## config.mk

```make
export PLATFORM = sky130hd
export DESIGN_NAME = tqls_ctrl
export DESIGN_NICKNAME = d
export VERILOG_FILES = /design/src/rtl/tqls_pkg.sv /design/src/rtl/tqls_ctrl.sv
export SDC_FILE = /design/constraint.sdc
export NUM_CORES = 1
export LEC_CHECK = 0
export BUFFER_PORTS_ARGS = -buffer_cell sky130_fd_sc_hd__buf_4
export CORE_AREA = 2 2 39 41
export DETAILED_ROUTE_END_ITERATION = 6
export DIE_AREA = 0 0 41 43
export PLACE_DENSITY_LB_ADDON = 0.2
export SLEW_MARGIN = 20
export SYNTH_ARGS = -nofsm -noshare
export SYNTH_HDL_FRONTEND = slang
export SYNTH_SLANG_ARGS = --single-unit
```

## constraint.sdc

```tcl
create_clock -name clk -period 1.3 [get_ports clk]
set_clock_uncertainty 0.05 [all_clocks]
set_input_delay 0.065 -clock clk [delete_from_list [all_inputs] [get_ports clk]]
set_output_delay 0.065 -clock clk [all_outputs]
set_load 0.1 [all_outputs]
```

## src/rtl/tqls_pkg.sv

```systemverilog
// ----------------------------------------------------------------------------
// tqls_pkg
// Shared types and constants of the tabular Q-learning step unit: controller
// states, multiplier operations, configuration register codes, and the
// command and status groups that pass between controller and datapath.
// ----------------------------------------------------------------------------
package tqls_pkg;

    // Q1.15 one, seven tenths in Q0.15, and the rounding half for a Q15 shift
    localparam logic [15:0] ONE_Q15          = 16'd32768;
    localparam logic [17:0] SEVEN_TENTHS_Q15 = 18'd22938;
    localparam int          ROUND_HALF_Q15   = 16384;

    // Joint indices come in as 3-bit fields
    localparam int IDX_SPAN = 8;

    // Configuration reset values
    localparam logic [15:0] LEARNING_RATE_RST   = 16'd3277;
    localparam logic [15:0] DISCOUNT_RST        = 16'd29491;
    localparam logic [31:0] PENALTY_OOR_RST     = 32'hFFF6_0000; // -10.0
    localparam logic [31:0] PENALTY_NO_MOVE_RST = 32'hFFFF_0000; // -1.0
    localparam logic [15:0] REWARD_FACTOR_RST   = 16'd256;

    typedef enum logic [2:0] {
        CFG_LEARNING_RATE   = 3'd0,
        CFG_DISCOUNT        = 3'd1,
        CFG_PENALTY_OOR     = 3'd2,
        CFG_PENALTY_NO_MOVE = 3'd3,
        CFG_REWARD_FACTOR   = 3'd4
    } cfg_reg_t;

    typedef enum logic [2:0] {
        MUL_SCALE = 3'd0,   // displacement * displacement gain
        MUL_BACK  = 3'd1,   // scaled reward * 0.7
        MUL_DISC  = 3'd2,   // discount * best next value
        MUL_KEEP  = 3'd3,   // (one - lr) * old value
        MUL_BLEND = 3'd4    // lr * target
    } mul_op_t;

    typedef enum logic [3:0] {
        ST_CLEAR,
        ST_IDLE,
        ST_SCALE,
        ST_READ,
        ST_DRAIN,
        ST_DISC,
        ST_TARGET,
        ST_KEEP,
        ST_BLEND,
        ST_MIX
    } state_t;

    typedef struct packed {
        logic    load;          // capture request fields, restart read counter
        logic    mul_en;
        mul_op_t mul_op;
        logic    save_scaled;
        logic    save_reward;
        logic    rd_step;       // issue one table read
        logic    save_target;
        logic    save_acc;
        logic    commit;        // write table entry, load result register
        logic    clr_step;      // clear one table entry
    } ctrl_cmd_t;

    typedef struct packed {
        logic clr_last;
        logic rd_first;
        logic rd_second;
        logic rd_last;
    } dp_status_t;

endpackage

```

## src/rtl/tqls_ctrl.sv

```systemverilog
// ----------------------------------------------------------------------------
// tqls_ctrl
// Controller: sequences the table clear, the reward multiplies, the table
// reads, the update arithmetic and the write-back; owns the result valid.
// ----------------------------------------------------------------------------
module tqls_ctrl (
    input  logic                   clk,
    input  logic                   rst_n,
    input  logic                   in_valid,
    output logic                   in_stall,
    output logic                   out_valid,
    input  logic                   out_stall,
    output tqls_pkg::ctrl_cmd_t    cmd,
    input  tqls_pkg::dp_status_t   status
);

    import tqls_pkg::*;

    state_t state_reg;
    state_t state_next;
    logic   out_valid_reg;
    logic   out_valid_next;
    logic   out_free;

    // result slot can take a new result this cycle
    assign out_free = !out_valid_reg || !out_stall;

    always_comb
    begin
        state_next = state_reg;
        unique case (state_reg)
            ST_CLEAR:  if (status.clr_last) state_next = ST_IDLE;
            ST_IDLE:   if (in_valid) state_next = ST_SCALE;
            ST_SCALE:  state_next = ST_READ;
            ST_READ:   if (status.rd_last) state_next = ST_DRAIN;
            ST_DRAIN:  state_next = ST_DISC;
            ST_DISC:   state_next = ST_TARGET;
            ST_TARGET: state_next = ST_KEEP;
            ST_KEEP:   state_next = ST_BLEND;
            ST_BLEND:  state_next = ST_MIX;
            ST_MIX:    if (out_free) state_next = ST_IDLE;
            default:   state_next = ST_IDLE;
        endcase
    end

    always_comb
    begin
        cmd = '0;
        cmd.mul_op = MUL_SCALE;
        unique case (state_reg)
            ST_CLEAR:
            begin
                cmd.clr_step = 1'b1;
            end
            ST_IDLE:
            begin
                cmd.load = in_valid;
            end
            ST_SCALE:
            begin
                cmd.mul_en = 1'b1;
                cmd.mul_op = MUL_SCALE;
            end
            ST_READ:
            begin
                cmd.rd_step = 1'b1;
                // reward work overlaps the reads
                if (status.rd_first)
                begin
                    cmd.mul_en      = 1'b1;
                    cmd.mul_op      = MUL_BACK;
                    cmd.save_scaled = 1'b1;
                end
                if (status.rd_second)
                begin
                    cmd.save_reward = 1'b1;
                end
            end
            ST_DRAIN:
            begin
                cmd = '0;
            end
            ST_DISC:
            begin
                cmd.mul_en = 1'b1;
                cmd.mul_op = MUL_DISC;
            end
            ST_TARGET:
            begin
                cmd.save_target = 1'b1;
            end
            ST_KEEP:
            begin
                cmd.mul_en = 1'b1;
                cmd.mul_op = MUL_KEEP;
            end
            ST_BLEND:
            begin
                cmd.save_acc = 1'b1;
                cmd.mul_en   = 1'b1;
                cmd.mul_op   = MUL_BLEND;
            end
            ST_MIX:
            begin
                cmd.commit = out_free;
            end
            default:
            begin
                cmd = '0;
            end
        endcase
    end

    always_comb
    begin
        out_valid_next = out_valid_reg;
        if (out_valid_reg && !out_stall)
        begin
            out_valid_next = 1'b0;
        end
        if (cmd.commit)
        begin
            out_valid_next = 1'b1;
        end
    end

    always_ff @(posedge clk or negedge rst_n)
    begin
        if (!rst_n)
        begin
            state_reg     <= ST_CLEAR;
            out_valid_reg <= 1'b0;
        end
        else
        begin
            state_reg     <= state_next;
            out_valid_reg <= out_valid_next;
        end
    end

    assign in_stall  = (state_reg != ST_IDLE);
    assign out_valid = out_valid_reg;

endmodule

```

==> metrics.txt, run 1 <==
status=finished with violations; failing checks=setup timing; Hold Crit Class=primary input to flip-flop; Final Hold Viols=0; Initial Utilization=a little under 30%; DR iter-0 viols=12; CTS buffer count=3; WS Path Type=flip-flop to output port; CP Data Arrival Time=1400 ps; RSZ-0062 raised after global routing=true; clock buffer depth=2; Final #Nets=just over 100; Worst path max stage delay=450 ps; Post-synth top cells=dfrtp_1, nand2_1; fin crit share=116.3%; Async S/R FF share, synth=100.0%; HPWL Detailed=859.7 um; Critical Path End Type=output port; antenna violations before repair=0; vias in the first global route=around 470; number of library cell types mapped by synthesis=26; Die H=43 um; Area growth syn-to-layout=164.7%; #FFs+latches synth=5; Tmin final=1512 ps; DR WL/cell=12.60 um; drt drc=0; num rows=14; worst path bufs/invs=1; Critical Path Start=state_reg[1]; max cap viols=0; Worst path slowest cell=dfrtp_2; DIE WIDTH=41 um; Max FO, Critical Path=5; diode count=0; critical path cell sequence=and2b_4, nand2b_4, a21oi_4, buf_12; grt total ovfl=0; Hold Startpoint=out_stall; clk sink count=5; Largest register FFs=4; CTS tree=built; vias per cell=4.731; routed via count=511; drt pass-1 iters=4; Synthesis Warnings=0; dpl cells=95; Max Clock Freq=661.2 MHz; register area share after synthesis=30.67%; Clock Latency Late Sink=250 ps; fin cells=108; Core Region=between 1000 and 1500 sq um; layout cells sized above 1=between 70% and 80%; clock root buffer=clkbuf_4; I/O Pins=22; Syn Inst Count=48; Fillers=102; first-pass GRT wire length=about 2000 um; family with the most delay on the worst path=flip-flops; fin. max-slew vios=0; Die ar.=1763 sq um; most common flop cell mapped by yosys=dfrtp_1; Clk pin slew, worst setup/hold paths=50 ps; post-route ant nets=0; Routed Wire Length=~1400 um; Worst-Margin Slew=276.5 ps; endpoints failing setup=14; Placed Area=738.2 sq um; Slew HR=81.72%; Total GRT Usage=around 17%; cell area after synthesis=407.9 sq um; post-route setup slack=-212.4 ps; Crit path required time=1190 ps; mean post-synth cell area=8.498 sq um; area share of the largest cell type after synthesis=a little under a third; EDFF count, synth=0; # H-tree levels=1; crit start category=flip-flop; Syn Nets=56; Reg2Reg Launch Point=state_reg[2]; largest net degree at the start of global routing=9; Port Buffers=21; GPL Wtd Cong=0.7415; ranking of synthesized cells by area=dfrtp_1, buf_4, buf_6; Layout Cell Area excl Fill=1080 sq um; Yosys top cell by area=dfrtp_1
-- layer usage --
metal,up-vias,wire [um],track usage [%]
met5,-,0,0
met1,237,531,23.13
met3,2,97,7.330
met2,16,715,22.81
li1,256,-,-
met4,0,17,8.000
-- worst register-to-register path: cells and delay by family, from the launching register on --
| kind | cells | cell delay (ps) |
|---|---|---|
| flops | 1 | 450 |
| compound gates | 2 | 380 |
| buf+inv | 2 | 290 |
| simple gates | 1 | 140 |
-- cell families (layout without fill, tap and decap cells) --
group	count (synthesis)	in the layout	synth area share, %
flops	5	5	30.67
mux	1	1	2.454
buf+inv	6	50	11.96
compound gates	10	10	15.34
simple gates	26	26	39.57
-- repair_timing --
item,in CTS,in global routing
resized for setup,45,14
hold buffers,1,0
setup endpoints to repair,14,14
hold endpoints to repair,5,0
buffers inserted,4,4
pin swaps,7,7
-- metrics by stage --
stage / setup slack (ps) / utilization [%] / hold WS, ps / TNS, ps
6_report: -212.4 / 78.03 / 20.80 / -2350
5_1_grt: -255.3 / 78.03 / 26.51 / -2963
4_1_cts: -219.4 / 71.34 / 1.626 / -2399
3_5_place_dp: -54.68 / 53.35 / -179.0 / -217.7
3_3_place_gp: -42.67 / 53.35 / -181.5 / -162.5
2_1_floorplan: -721.7 / - / -280.6 / -4633
-- final timing paths --
kind | endpoint | slack, ps | cells past startpoint
worst max-delay path | cmd[1] | -210 | 4
worst min-delay path | out_valid | 20 | 3
worst max register to register | state_reg[0] | -80 | 5
worst min register to register | out_valid | 520 | 2
max in group asynchronous | state_reg[1] | 970 | 2
min in group asynchronous | out_valid | 100 | 2
-- cell usage in the layout (no fill, tap or decap), types with 3 or more instances in the layout --
cell type	count
buf_6	12
clkbuf_4	3
dfrtp_2	4
nand2b_4	3
nor3_4	4
buf_4	21
nand2_1	4
o21ai_1	3
buf_12	11
-- cell type report --
class	instances	area, sq um	share of cell area [%]
well taps	16	20.02	1.854
flip-flops and latches	5	130.1	12.05
inverters	1	3.754	0.3476
clock inverters	1	5.005	0.4635
multi-input cells	37	375.4	34.76
clock buffers	3	22.52	2.086
repair buffers	45	523.0	48.44
Power of run 1 is left out: the tool's default activity adds up to more than one toggle a clock period on the data nets, which glitch-free logic cannot reach.
==> run 2: changes to the inputs <==
--- a/config.mk
+++ b/config.mk
@@ -5,12 +5,12 @@
 export SDC_FILE = /design/constraint.sdc
 export NUM_CORES = 1
 export LEC_CHECK = 0
+export ABC_AREA = 1
 export BUFFER_PORTS_ARGS = -buffer_cell sky130_fd_sc_hd__buf_4
 export CORE_AREA = 2 2 39 41
 export DETAILED_ROUTE_END_ITERATION = 6
 export DIE_AREA = 0 0 41 43
-export PLACE_DENSITY_LB_ADDON = 0.2
-export SLEW_MARGIN = 20
+export PLACE_DENSITY = 0.65
 export SYNTH_ARGS = -nofsm -noshare
 export SYNTH_HDL_FRONTEND = slang
 export SYNTH_SLANG_ARGS = --single-unit
==> metrics.txt, run 2 <==
status=finished with violations (unchanged); failing checks=setup timing (unchanged); layout cells sized above 1=83.93% (was 79.35%); compound-gate portion of the synthesized area=5.096% (was 15.34%); post-route setup slack=-325.8 ps (was -212.4 ps); clock buffer depth=2 (unchanged); Synthesis Warnings=0 (unchanged); crit start category=flip-flop (unchanged); R2R depth=8 (was 5); Fillers=63 (was 102); DIE WIDTH=41 um (unchanged); Worst R2R End=state_reg[0] (unchanged); ranking of synthesized cells by area=dfrtp_1, nand2_1, nor2_1 (was dfrtp_1, buf_4, buf_6); max cap viols=0 (unchanged); commonest non-fill, non-tap cell in the layout=buf_4 (unchanged); #FFs+latches synth=5 (unchanged); post-route ant nets=0 (unchanged); largest family of logic cells by synthesized area=simple AND/OR/NAND/NOR gates (unchanged); CTS buffer count=3 (unchanged); area share of the largest cell type after synthesis=31.85% (was 30.67%); Routed Wire Length=2373 um (was 1361 um); Yosys top cell by area=dfrtp_1 (unchanged); num rows=14 (unchanged); Async S/R FF share, synth=100.0% (unchanged); Hold Startpoint=out_stall (unchanged); HPWL Detailed=1011 um (was 859.7 um); DR WL/cell=18.54 um (was 12.60 um); Max Clock Freq=615.1 MHz (was 661.2 MHz); Die H=43 um (unchanged); Min Hold Slack=9.159 ps (was 20.80 ps); number of library cell types mapped by synthesis=17 (was 26); antenna violations before repair=0 (unchanged); commonest cells after routing, fill and taps aside=buf_4, buf_12, buf_6 (was buf_4, buf_6, buf_12); routed via count=626 (was 511); cell with the most instances after synthesis=nand2_1; largest net degree at the start of global routing=7 (was 9); grt total ovfl=0 (unchanged); R2R Setup Slk=-140 ps (was -80 ps); Crit path required time=1190 ps (about the same); EDFF count, synth=0 (unchanged); WS Path Type=flip-flop to output port (unchanged); Max FO, Critical Path=4 (was 5); vias per cell=4.891 (was 4.731); Post-synth top cells=nand2_1, nor2_1, inv_1 (was dfrtp_1, nand2_1); hold path cells=3 (unchanged); fin crit share=125.1% (was 116.3%); cell area after synthesis=392.9 sq um (was 407.9 sq um); first-pass GRT wire length=2553 um (was 2001 um); most common flop cell mapped by yosys=dfrtp_1 (unchanged); Total GRT Usage=22.11% (was 17.14%); adder-cell area share of the yosys netlist=0% (unchanged); fin. max-slew vios=0 (unchanged); GPL Wtd Cong=0.8561 (was 0.7415); Tmin final=1626 ps (was 1512 ps); Worst-Margin Slew=288.7 ps (was 276.5 ps); simple-gate share of the synthesized area=51.27% (was 39.57%); Hold Crit Class=primary input to flip-flop (unchanged); Critical Path End Type=output port (unchanged); mean post-synth cell area=6.548 sq um (was 8.498 sq um); Worst Hold Path EP=out_valid (unchanged); Core Region=1384 sq um (unchanged); drt pass-1 iters=4 (unchanged); final core occ=89.60% (was 78.03%); Area growth syn-to-layout=215.6% (was 164.7%); post-synthesis mux area share=0% (was 2.454%); clock root buffer=clkbuf_4 (unchanged); CTS tree=built (unchanged); Clock Latency Late Sink=240 ps (was 250 ps); Port Buffers=21 (unchanged); CP Data Arrival Time=1510 ps (was 1400 ps); clk sink count=5 (unchanged); Initial Utilization=28.39% (was 29.48%); Final #Nets=121 (was 101); vias in the first global route=605 (was 474); I/O Pins=22 (unchanged); # H-tree levels=1 (unchanged); RSZ-0062 raised after global routing=true (unchanged); Final Hold Viols=0 (unchanged); register area share after synthesis=31.85% (was 30.67%); Reg2Reg Launch Point=state_reg[2] (unchanged); Synth Area in XOR/XNOR=0% (unchanged); drt drc=0 (unchanged); diode count=0 (unchanged); Slew HR=80.91% (was 81.72%); DR iter-0 viols=5 (was 12); endpoints failing setup=16 (was 14); Largest register FFs=4 (unchanged); Clk pin slew, worst setup/hold paths=40 ps (was 50 ps); Syn Nets=68 (was 56); Die ar.=1763 sq um (unchanged); Syn Inst Count=60 (was 48)
[run 2: cell count changes after synthesis, moves of 3 or more]
cell      before  now
a21oi_1        3    0
inv_1          1    7
nand2_1        5   14
nand2b_1       3    0
nand3_1        0    4
nor2_1         3    8
o21ai_0        1    4
[run 2: kinds of logic (layout without fill, tap and decap cells)]
group	after synthesis	after routing
buf+inv	11	63
simple gates	40	40
compound gates	4	4
flops	5	5
[run 2: metrics by stage]
stage | area [sq um] | setup slack (ps) | TNS [ps] | std cells
2_1_floorplan | 504.2 | -1097 | -4506 | 60
3_3_place_gp | 802.0 | -100.9 | -306.6 | 113
3_5_place_dp | 802.0 | -175.6 | -717.3 | 113
4_1_cts | 1075 | -256.1 | -2210 | 124
5_1_grt | 1240 | -370.4 | -3545 | 128
6_report | 1240 | -325.8 | -2793 | 128
[run 2: critical path, cell delays in order (launching register included)]
cell and delay, ps:
dfrtp_2 460, nand2_4 120, buf_6 130, nor2_2 50, nor2_2 150, nand4_1 150
buf_12 200
[run 2: repair_timing]
item,CTS,global route
hold buffers,1,0
buffers inserted,6,7
endpoints found under the hold margin,6,0
gates resized for setup,47,37
pin swaps,11,13
setup endpoints to repair,17,17
[run 2: area by class of cell]
cell class                 count  area, sq um  area share, %
timing repair buffer          49        570.5          46.01
sequential                     5        133.9          10.80
inverter                      10        56.30          4.541
multi-input combinational     44        432.9          34.91
tap                           16        20.02          1.615
clock buffer                   4        26.28          2.119
[run 2: how the worst max path moves through the flow]
stage,to,depth (start not counted),slack (ps),start
3_5_place_dp,cmd[10],6,-180,state_reg[3]
2_1_floorplan,cmd[10],5,-1100,state_reg[0]
3_3_place_gp,cmd[10],6,-100,state_reg[3]
6_report,cmd[10],6,-330,state_reg[1]
4_1_cts,cmd[10],6,-260,state_reg[3]
5_1_grt,cmd[10],6,-370,state_reg[1]
[run 2: layer usage]
| metal | vias to the layer above | share of wire, % | GRT usage (%) |
|---|---|---|---|
| met1 | 303 | 43 | 24.58 |
| met2 | 21 | 52 | 38.44 |
| met5 | - | 0 | 0 |
| met3 | 10 | 2.5 | 3.141 |
| met4 | 0 | 2.9 | 10.00 |
| li1 | 292 | - | - |
Power of run 2 is left out for the same reason.
